===== config.mk =====
export PLATFORM = sky130hd
export DESIGN_NAME = request_frame_deframer_core
export DESIGN_NICKNAME = d
export VERILOG_FILES = /design/src/hw/rtl/rfd_pkg.sv /design/src/hw/rtl/request_frame_deframer_core.sv
export VERILOG_INCLUDE_DIRS = /design/src /design/src/hw/rtl
export SDC_FILE = /design/constraint.sdc
export NUM_CORES = 1
export LEC_CHECK = 0
export ABC_AREA = 1
export BUFFER_PORTS_ARGS = -buffer_cell sky130_fd_sc_hd__buf_4
export CAP_MARGIN = 0
export CORE_ASPECT_RATIO = 0.8
export CORE_MARGIN = 3
export CORE_UTILIZATION = 64
export CTS_BUF_LIST = sky130_fd_sc_hd__clkbuf_4 sky130_fd_sc_hd__clkbuf_8 sky130_fd_sc_hd__clkbuf_16
export CTS_CLUSTER_DIAMETER = 40
export DETAILED_ROUTE_END_ITERATION = 7
export GPL_TIMING_DRIVEN = 0
export PLACE_DENSITY = 0.84
export SLEW_MARGIN = 15
export SYNTH_ARGS = -nofsm -noshare
export SYNTH_HDL_FRONTEND = slang
export SYNTH_SLANG_ARGS = --single-unit

===== constraint.sdc =====
create_clock -name clk -period 10.1 [get_ports clk]
set_input_delay 0.505 -clock clk [delete_from_list [all_inputs] [get_ports clk]]
set_output_delay 0.505 -clock clk [all_outputs]
set_load 0.1 [all_outputs]

===== src/hw/rtl/assert_macros.svh =====
// assertion macros shared by the rtl files
// expects signals clk and rst_n in the including scope
`ifndef ASSERT_MACROS_SVH
`define ASSERT_MACROS_SVH

// implication checked every clock outside reset
`define ASSERT_IMP(label, ante, cons, msg) \
  label: assert property (@(posedge clk) disable iff (!rst_n) (ante) |-> (cons)) \
    else $error(msg);

// condition that holds every clock outside reset
`define ASSERT_ALWAYS(label, cond, msg) \
  label: assert property (@(posedge clk) disable iff (!rst_n) (cond)) \
    else $error(msg);

`endif


===== src/hw/rtl/rfd_pkg.sv =====
// constants and types for the request frame deframer
// no dependencies
`timescale 1ns / 1ps

package rfd_pkg;

  localparam int MAX_PAYLOAD_DEF = 64;

  localparam logic [7:0]  START_BYTE_RST   = 8'h5A;
  localparam logic [15:0] TIMEOUT_RST      = 16'd120;
  localparam logic        STRICT_RST       = 1'b0;
  localparam logic [7:0]  CHK_XOR          = 8'hFF;
  localparam logic [7:0]  LEN_OVERHEAD     = 8'd2;
  localparam logic [6:0]  PLEN_CAP         = 7'd127;
  localparam logic [15:0] IDLE_SAT         = 16'hFFFF;

  localparam int CFG_IDX_W  = 2;
  localparam int CFG_DATA_W = 16;

  localparam logic [CFG_IDX_W-1:0] CFG_START_BYTE = 2'd0;
  localparam logic [CFG_IDX_W-1:0] CFG_TIMEOUT    = 2'd1;
  localparam logic [CFG_IDX_W-1:0] CFG_STRICT     = 2'd2;

  localparam logic IN_KIND_BYTE = 1'b0;
  localparam logic IN_KIND_TICK = 1'b1;

  localparam logic OUT_KIND_PAYLOAD = 1'b0;
  localparam logic OUT_KIND_END     = 1'b1;

  typedef enum logic [1:0] {
    ST_OK      = 2'd0,
    ST_TIMEOUT = 2'd1,
    ST_BADLEN  = 2'd2,
    ST_BADSUM  = 2'd3
  } status_t;

  // result tdata, first field in the high bits
  typedef struct packed {
    logic       checksum_ok;
    status_t    status;
    logic [6:0] decl_len;
    logic [7:0] command;
    logic [5:0] byte_index;
    logic [7:0] payload_byte;
  } out_data_t;

  typedef struct packed {
    logic      kind;
    logic      last;
    out_data_t data;
  } out_item_t;

endpackage


===== src/hw/rtl/request_frame_deframer_core.sv =====
// request frame deframer: hunts start byte, streams payload, checks sum
// depends on rfd_pkg and assert_macros.svh
`timescale 1ns / 1ps
//
// channel | dir | handshake          | contents
// in_     | in  | in_tvalid/tready   | tdata rx_byte, tuser cmd (byte or tick)
// out_    | out | out_tvalid/tready  | tdata frame fields, tuser kind, tlast
// cfg_    | in  | cfg_valid/ready    | cfg_index register, cfg_data value
//
// one input item per cycle while in_tready is high, result registered on the transfer
// two-entry output buffer (result register plus skid) decouples the sides
// in_tready drops only while both output entries hold results
// cfg_ready is always high, writes take effect on the next cycle
// synchronous active-low reset restores registers (not the output data) and hunting

`include "assert_macros.svh"

module request_frame_deframer_core #(
  parameter int MAX_PAYLOAD = rfd_pkg::MAX_PAYLOAD_DEF
) (
  input  logic                           clk,
  input  logic                           rst_n,
  input  logic                           in_tvalid,
  output logic                           in_tready,
  input  logic [7:0]                     in_tdata,   // [7:0] rx_byte
  input  logic                           in_tuser,   // [0] cmd
  output logic                           out_tvalid,
  input  logic                           out_tready,
  // [7:0] payload_byte, [13:8] byte_index, [21:14] command,
  // [28:22] decl_len, [30:29] status, [31] checksum_ok
  output logic [31:0]                    out_tdata,
  output logic                           out_tuser,  // [0] item_kind
  output logic                           out_tlast,
  input  logic                           cfg_valid,
  output logic                           cfg_ready,
  input  logic [rfd_pkg::CFG_IDX_W-1:0]  cfg_index,
  input  logic [rfd_pkg::CFG_DATA_W-1:0] cfg_data
);

  localparam logic [7:0] MaxPl = 8'(MAX_PAYLOAD);

  typedef enum logic [2:0] {
    PH_HUNT,
    PH_LEN,
    PH_CMD,
    PH_DATA,
    PH_CHECK
  } phase_t;

  phase_t             phase_r, phase_nxt;
  logic [7:0]         start_byte_r, start_byte_nxt;
  logic [15:0]        timeout_r, timeout_nxt;
  logic               strict_r, strict_nxt;
  logic [7:0]         len_r, len_nxt;
  logic [7:0]         fcmd_r, fcmd_nxt;
  logic [7:0]         seen_r, seen_nxt;
  logic [7:0]         sum_r, sum_nxt;
  logic [15:0]        idle_r, idle_nxt;
  logic               out_valid_r, out_valid_nxt;
  logic               skid_valid_r, skid_valid_nxt;
  rfd_pkg::out_item_t out_r, out_nxt;
  rfd_pkg::out_item_t skid_r, skid_nxt;

  logic               in_xfer, out_xfer;
  logic               res_valid;
  logic               res_end;
  logic               res_chk_ok;
  rfd_pkg::status_t   res_status;
  rfd_pkg::out_item_t res;
  logic [7:0]         dlen;
  logic [7:0]         len_m2;
  logic [15:0]        idle_inc;
  logic [7:0]         sum_add;
  logic [7:0]         seen_inc;

  assign in_tready  = !skid_valid_r;
  assign in_xfer    = in_tvalid && in_tready;
  assign out_xfer   = out_valid_r && out_tready;
  assign cfg_ready  = 1'b1;
  assign out_tvalid = out_valid_r;
  assign out_tdata  = out_r.data;
  assign out_tuser  = out_r.kind;
  assign out_tlast  = out_r.last;

  // declared payload length seen from the current phase
  assign len_m2 = len_r - rfd_pkg::LEN_OVERHEAD;
  always_comb begin
    if (phase_r == PH_HUNT || phase_r == PH_LEN || len_r < rfd_pkg::LEN_OVERHEAD) begin
      dlen = 8'd0;
    end else if (len_m2 > MaxPl) begin
      dlen = MaxPl;
    end else begin
      dlen = len_m2;
    end
  end

  assign idle_inc = (idle_r == rfd_pkg::IDLE_SAT) ? idle_r : idle_r + 16'd1;
  assign sum_add  = sum_r + in_tdata;
  assign seen_inc = seen_r + 8'd1;

  always_comb begin
    phase_nxt  = phase_r;
    len_nxt    = len_r;
    fcmd_nxt   = fcmd_r;
    seen_nxt   = seen_r;
    sum_nxt    = sum_r;
    idle_nxt   = idle_r;
    res_valid  = 1'b0;
    res_end    = 1'b0;
    res_status = rfd_pkg::ST_OK;
    res_chk_ok = 1'b0;
    if (in_xfer) begin
      if (in_tuser == rfd_pkg::IN_KIND_TICK) begin
        if (phase_r != PH_HUNT) begin
          idle_nxt = idle_inc;
          if (idle_inc >= timeout_r) begin
            res_valid  = 1'b1;
            res_end    = 1'b1;
            res_status = rfd_pkg::ST_TIMEOUT;
          end
        end
      end else begin
        idle_nxt = 16'd0;
        case (phase_r)
          PH_HUNT: begin
            if (in_tdata == start_byte_r) begin
              phase_nxt = PH_LEN;
              len_nxt   = 8'd0;
              fcmd_nxt  = 8'd0;
              seen_nxt  = 8'd0;
              sum_nxt   = in_tdata;
            end
          end
          PH_LEN: begin
            len_nxt   = in_tdata;
            sum_nxt   = sum_add;
            phase_nxt = PH_CMD;
          end
          PH_CMD: begin
            fcmd_nxt = in_tdata;
            sum_nxt  = sum_add;
            seen_nxt = 8'd0;
            if (len_r < rfd_pkg::LEN_OVERHEAD || len_m2 > MaxPl) begin
              res_valid  = 1'b1;
              res_end    = 1'b1;
              res_status = rfd_pkg::ST_BADLEN;
            end else if (len_r == rfd_pkg::LEN_OVERHEAD) begin
              phase_nxt = PH_CHECK;
            end else begin
              phase_nxt = PH_DATA;
            end
          end
          PH_DATA: begin
            sum_nxt   = sum_add;
            res_valid = 1'b1;
            seen_nxt  = seen_inc;
            if (seen_inc >= dlen) begin
              phase_nxt = PH_CHECK;
            end
          end
          PH_CHECK: begin
            res_valid = 1'b1;
            res_end   = 1'b1;
            if ((sum_r ^ rfd_pkg::CHK_XOR) == in_tdata) begin
              res_chk_ok = 1'b1;
            end else if (strict_r) begin
              res_status = rfd_pkg::ST_BADSUM;
            end
          end
          default: begin
            phase_nxt = PH_HUNT;
          end
        endcase
      end
      if (res_end) begin
        phase_nxt = PH_HUNT;
        idle_nxt  = 16'd0;
      end
    end
  end

  // result item built from the current item and frame state
  always_comb begin
    res.kind              = res_end ? rfd_pkg::OUT_KIND_END : rfd_pkg::OUT_KIND_PAYLOAD;
    res.last              = res_end;
    res.data.payload_byte = res_end ? 8'd0 : in_tdata;
    res.data.byte_index   = res_end ? 6'd0 : seen_r[5:0];
    res.data.command      = fcmd_nxt;
    res.data.decl_len     = (dlen > 8'(rfd_pkg::PLEN_CAP)) ? rfd_pkg::PLEN_CAP : dlen[6:0];
    res.data.status       = res_status;
    res.data.checksum_ok  = res_chk_ok;
  end

  // two-entry output buffer
  always_comb begin
    out_valid_nxt  = out_valid_r;
    skid_valid_nxt = skid_valid_r;
    out_nxt        = out_r;
    skid_nxt       = skid_r;
    if (out_xfer && skid_valid_r) begin
      out_nxt        = skid_r;
      skid_valid_nxt = 1'b0;
    end else if (out_xfer || !out_valid_r) begin
      out_valid_nxt = res_valid;
      out_nxt       = res;
    end else if (res_valid) begin
      skid_valid_nxt = 1'b1;
      skid_nxt       = res;
    end
  end

  always_comb begin
    start_byte_nxt = start_byte_r;
    timeout_nxt    = timeout_r;
    strict_nxt     = strict_r;
    if (cfg_valid && cfg_ready) begin
      case (cfg_index)
        rfd_pkg::CFG_START_BYTE: start_byte_nxt = cfg_data[7:0];
        rfd_pkg::CFG_TIMEOUT:    timeout_nxt    = cfg_data;
        rfd_pkg::CFG_STRICT:     strict_nxt     = cfg_data[0];
        default:                 start_byte_nxt = start_byte_r;
      endcase
    end
  end

  always_ff @(posedge clk) begin
    if (!rst_n) begin
      phase_r      <= PH_HUNT;
      start_byte_r <= rfd_pkg::START_BYTE_RST;
      timeout_r    <= rfd_pkg::TIMEOUT_RST;
      strict_r     <= rfd_pkg::STRICT_RST;
      len_r        <= 8'd0;
      fcmd_r       <= 8'd0;
      seen_r       <= 8'd0;
      sum_r        <= 8'd0;
      idle_r       <= 16'd0;
      out_valid_r  <= 1'b0;
      skid_valid_r <= 1'b0;
    end else begin
      phase_r      <= phase_nxt;
      start_byte_r <= start_byte_nxt;
      timeout_r    <= timeout_nxt;
      strict_r     <= strict_nxt;
      len_r        <= len_nxt;
      fcmd_r       <= fcmd_nxt;
      seen_r       <= seen_nxt;
      sum_r        <= sum_nxt;
      idle_r       <= idle_nxt;
      out_valid_r  <= out_valid_nxt;
      skid_valid_r <= skid_valid_nxt;
    end
    out_r  <= out_nxt;
    skid_r <= skid_nxt;
  end

  `ASSERT_IMP(a_skid_behind_out, skid_valid_r, out_valid_r,
              "skid holds a result with empty output")
  `ASSERT_IMP(a_hunt_idle_clear, phase_r == PH_HUNT, idle_r == 16'd0,
              "idle count kept while hunting")
  `ASSERT_IMP(a_data_index_range, phase_r == PH_DATA, seen_r < dlen,
              "payload index past declared length")
  `ASSERT_IMP(a_payload_fields, out_valid_r && out_r.kind == rfd_pkg::OUT_KIND_PAYLOAD,
              out_r.data.status == rfd_pkg::ST_OK && !out_r.data.checksum_ok && !out_r.last,
              "payload item with end fields")

endmodule


==> metrics.md <==
| Metric | Value |
|---|---|
| Status | finished, final reports clean |
| I/O pin total | 69 |
| Final hold viol count | 0 |
| First-pass GRT wire length | 29800 um |
| Seq/Total Area, Yosys | 47.4% |
| Die Y | roughly 100 um |
| Longest Clk Path Bufs | 2 |
| Crit-path max cell delay | between 0.5 and 0.6 ns |
| Mapped cell area | about 7500 um2 |
| DRT Pass-1 Iters | 5 |
| Final period util | roughly 44% |
| Psw | between 0.4 and 0.5 mW |
| Pwr dens | approximately 160 nW/um2 |
| Switching Share | 29.9% |
| First DRT Iteration DRCs | 846 |
| Post-CTS setup buffer count | 0 |
| CTS Buf Count | 17 |
| GR Util All Layers | 29.4% |
| Vias in the first global route | 6107 |
| Worst skew pair latency | about 0.43 ns |
| Largest net degree at the start of global routing | 34 |
| Combinational Power Share | between 10% and 20% |
| Clk slew on worst S/H paths | 0.07 ns |
| Yosys reg bits | approximately 140 |
| Most common cell after layout, fill and taps aside | nand2_1 |
| Commonest cells after routing, fill and taps aside | nand2_1 (226), inv_1 (100), nor2_1 (78), dfxtp_1 (78), a21oi_1 (76) |
| Critical path capture point type | flip-flop |
| FILL cells | about 800 |
| Clock Power Share | between 40 and 50% |
| Post-CTS Resized | 0 |
| Die width | between 100 and 150 um |
| Worst R2R Path Depth | 20 |
| Worst reg2reg setup slack | 5.62 ns |
| Unrepaired setup endpoints after global routing | false |
| Hold Path Sink | start_byte_r[3]$_SDFFE_PN1P_ |
| Number of routed nets with antenna violations | 0 |
| Synth Area in Simple Gates | a little under a quarter |
| WS Path Type | flip-flop to flip-flop |
| Mean Syn Cell Area | 8.31 um2 |
| H-tree Lvls | 4 |
| Warnings from Yosys | 0 |
| RR Startpoint | idle_r[0]$_SDFFE_PN0P_ |
| Worst VDD drop | 0.111 mV |
| CORE AREA | 11100 um2 |
| DRT Wirelength | 18600 um |
| Rel. slew slack | 52.9% |
| Diode count | 0 |
| TNS Setup | 0 ns |
| Max-cap violation count | 0 |
| Die Area | approximately 13000 um2 |
| Clk sinks | around 140 |
| Critical path, cell by cell | ha_1, nand2_1, nor2_2, nand4_1, nor2_1, inv_2, a21oi_1, ha_1, nand2_1, inv_1, nand3_1, nor3_1, nand2_1, nand3_1, nand2_1, nand2_1, nand2_1, inv_1, nand3_1, inv_2 |
| Residual DRC count | 0 |
| FF-to-FF End | skid_r[23]$_DFFE_PP_ |
| Min-Delay Path Class | input port to flip-flop |
| Worst-Margin Slew | between 0.7 and 0.8 ns |
| Yosys cell types | 46 |
| Internal power | about 1 mW |
| Final HPWL DP | roughly 13000 um |
| Total gr overflow | 0 |
| GP Congestion | 0.967 |
| Max Freq | ~220 MHz |
| WHS Path Cells | 3 |
| CTS Root Cell | clkbuf_16 |
| Site Rows | 34 |
| DR vias/cell | about 5.7 |
| Hold wc startpoint | cfg_data[3] |
| Crit path DAT | between 4 and 5 ns |
| Initial antenna violation count | 0 |
| Max Clock Skew | 0.0103 ns |
| CTS tree | built |
| Mux share of post-synthesis cell area | 0% |
| Wire per inst | about 16 um |
| Final worst setup slack | between 5 and 6 ns |
| Post-Syn Instances | approximately 900 |
| Nets | between 1000 and 1500 |
| Cts hold-fix bufs | 0 |
| Crit Path Max Fanout | 33 |
| Crit-path slowest cell | inv_2 |
| CP dominant cell by count | nand2_1 |
| Max-slew violations | 0 |
| Fraction of layout cells with a size suffix above 1 | 16.4% |
| P_leak | a little under 4 nW |
| Synth Area in XOR/XNOR | under 10% |
| Total vias in the final route | approximately 6500 |
| Compound-gate portion of the synthesized area | roughly 12% |
| Crit start category | flip-flop |
| Initial core utilization | roughly two thirds |
| Post-Synth Adder-Cell Area | 6.13% |
| Worst EP required | roughly 10 ns |
| IO buf count | between 60 and 70 |
| Largest family of logic cells by synthesized area | simple AND/OR/NAND/NOR gates |
| Sequential power share | around 45% |
| Pre-CTS setup slack | ~5.7 ns |
| Area Growth Syn to Fin | 16.5% |
| Post-layout min period | between 4 and 5 ns |
| Final setup vio count | 0 |
[how the worst max path moves through the flow]
stage	start	end	slack, ns	cells after the start
floorplan	idle_r[0]$_SDFFE_PN0P_	skid_r[0]$_DFFE_PP_	6.38	19
global placement	idle_r[0]$_SDFFE_PN0P_	skid_r[28]$_DFFE_PP_	5.34	20
detailed placement	idle_r[0]$_SDFFE_PN0P_	skid_r[28]$_DFFE_PP_	5.70	20
CTS	idle_r[0]$_SDFFE_PN0P_	skid_r[23]$_DFFE_PP_	5.65	20
global route	idle_r[0]$_SDFFE_PN0P_	skid_r[23]$_DFFE_PP_	5.20	20
finish	idle_r[0]$_SDFFE_PN0P_	skid_r[23]$_DFFE_PP_	5.62	20
[worst max-delay path: cells and delay by family (launching register included)]
family | cells | cell delay, ns
and+or+nand+nor | 13 | 2.02
buffers and inverters | 4 | 0.98
DFF | 1 | 0.39
adders and majority gates | 2 | 0.38
AOI/OAI and AO/OA | 1 | 0.33
[synthesized netlist by cell type, drive strengths merged]
| cell | number | area [um2] |
|---|---|---|
| a31oi | 12 | 75.1 |
| or2 | 5 | 33.8 |
| o211ai | 5 | 37.5 |
| buf | 7 | 71.3 |
| o21a | 1 | 7.51 |
| nor3 | 10 | 55.1 |
| o21ai | 44 | 224 |
| nand4 | 11 | 68.8 |
| ha | 35 | 438 |
| o22ai | 1 | 6.26 |
| conb | 1 | 3.75 |
| edfxtp | 66 | 1980 |
| nor2 | 93 | 450 |
| a21o | 4 | 30.0 |
| clkinv | 2 | 7.51 |
| xnor2 | 11 | 96.3 |
| a211oi | 2 | 15.0 |
| nand2 | 242 | 977 |
| nand3 | 38 | 208 |
| a21oi | 87 | 484 |
| o21bai | 3 | 22.5 |
| clkbuf | 17 | 63.8 |
| dfxtp | 78 | 1560 |
| inv | 109 | 412 |
| fa | 1 | 20.0 |
| xor2 | 14 | 123 |
[power groups by stage]
stage,Sequential (mW),Clock [mW],Combinational [mW]
after floorplan,0.702,0,0.0911
after global placement,0.646,0,0.194
after detailed placement,0.648,0,0.197
after CTS,0.635,0.589,0.200
after global routing,0.636,0.615,0.217
final,0.635,0.589,0.203
[metal layers]
layer / global-route usage (%) / share of wire [%]
met3: 8.13 / 9.6
met4: 10.6 / 1.9
met2: 46.1 / 45
met5: 0 / 0
met1: 39.8 / 44
[layout make-up]
| cell class | instances | area [um2] | area share, % |
|---|---|---|---|
| buffer | 24 | 135 | 1.55 |
| clock buffer | 17 | 425 | 4.89 |
| clock inverter | 15 | 126 | 1.45 |
| inverter | 111 | 419 | 4.82 |
| multi-input combinational | 621 | 3380 | 38.8 |
| sequential | 144 | 3540 | 40.7 |
| tap | 144 | 180 | 2.07 |
| timing repair buffer | 66 | 495 | 5.69 |
[stage by stage]
step	hold slack, ns	utilization [%]	cell area, um2	power, mW	cells
2_1_floorplan	0.435	-	7480	0.793	900
3_3_place_gp	0.451	73.1	8150	0.840	1110
3_5_place_dp	0.460	73.1	8150	0.845	1110
4_1_cts	0.296	78.1	8700	1.42	1142
5_1_grt	0.307	78.1	8700	1.47	1142
6_report	0.298	78.1	8700	1.43	1142
[kinds of logic (layout without fill, tap and decap cells)]
kind of cell,after synthesis,count (layout)
other cells,1,2
flops,144,144
compound gates,159,159
simple gates,399,399
fa+ha+maj,36,36
xor+xnor,25,25
buf+inv,135,233
[state kept, by name, summed over array words and instances (netlist names)]
name          flops
skid_r           33
out_tdata        32
idle_r           16
timeout_r        16
fcmd_r            8
len_r             8
seen_r            8
start_byte_r      8
sum_r             8
phase_r           3
out_tuser         1
out_tvalid        1
skid_valid_r      1
strict_r          1
Note: power is estimated with default switching activity, not from simulation.
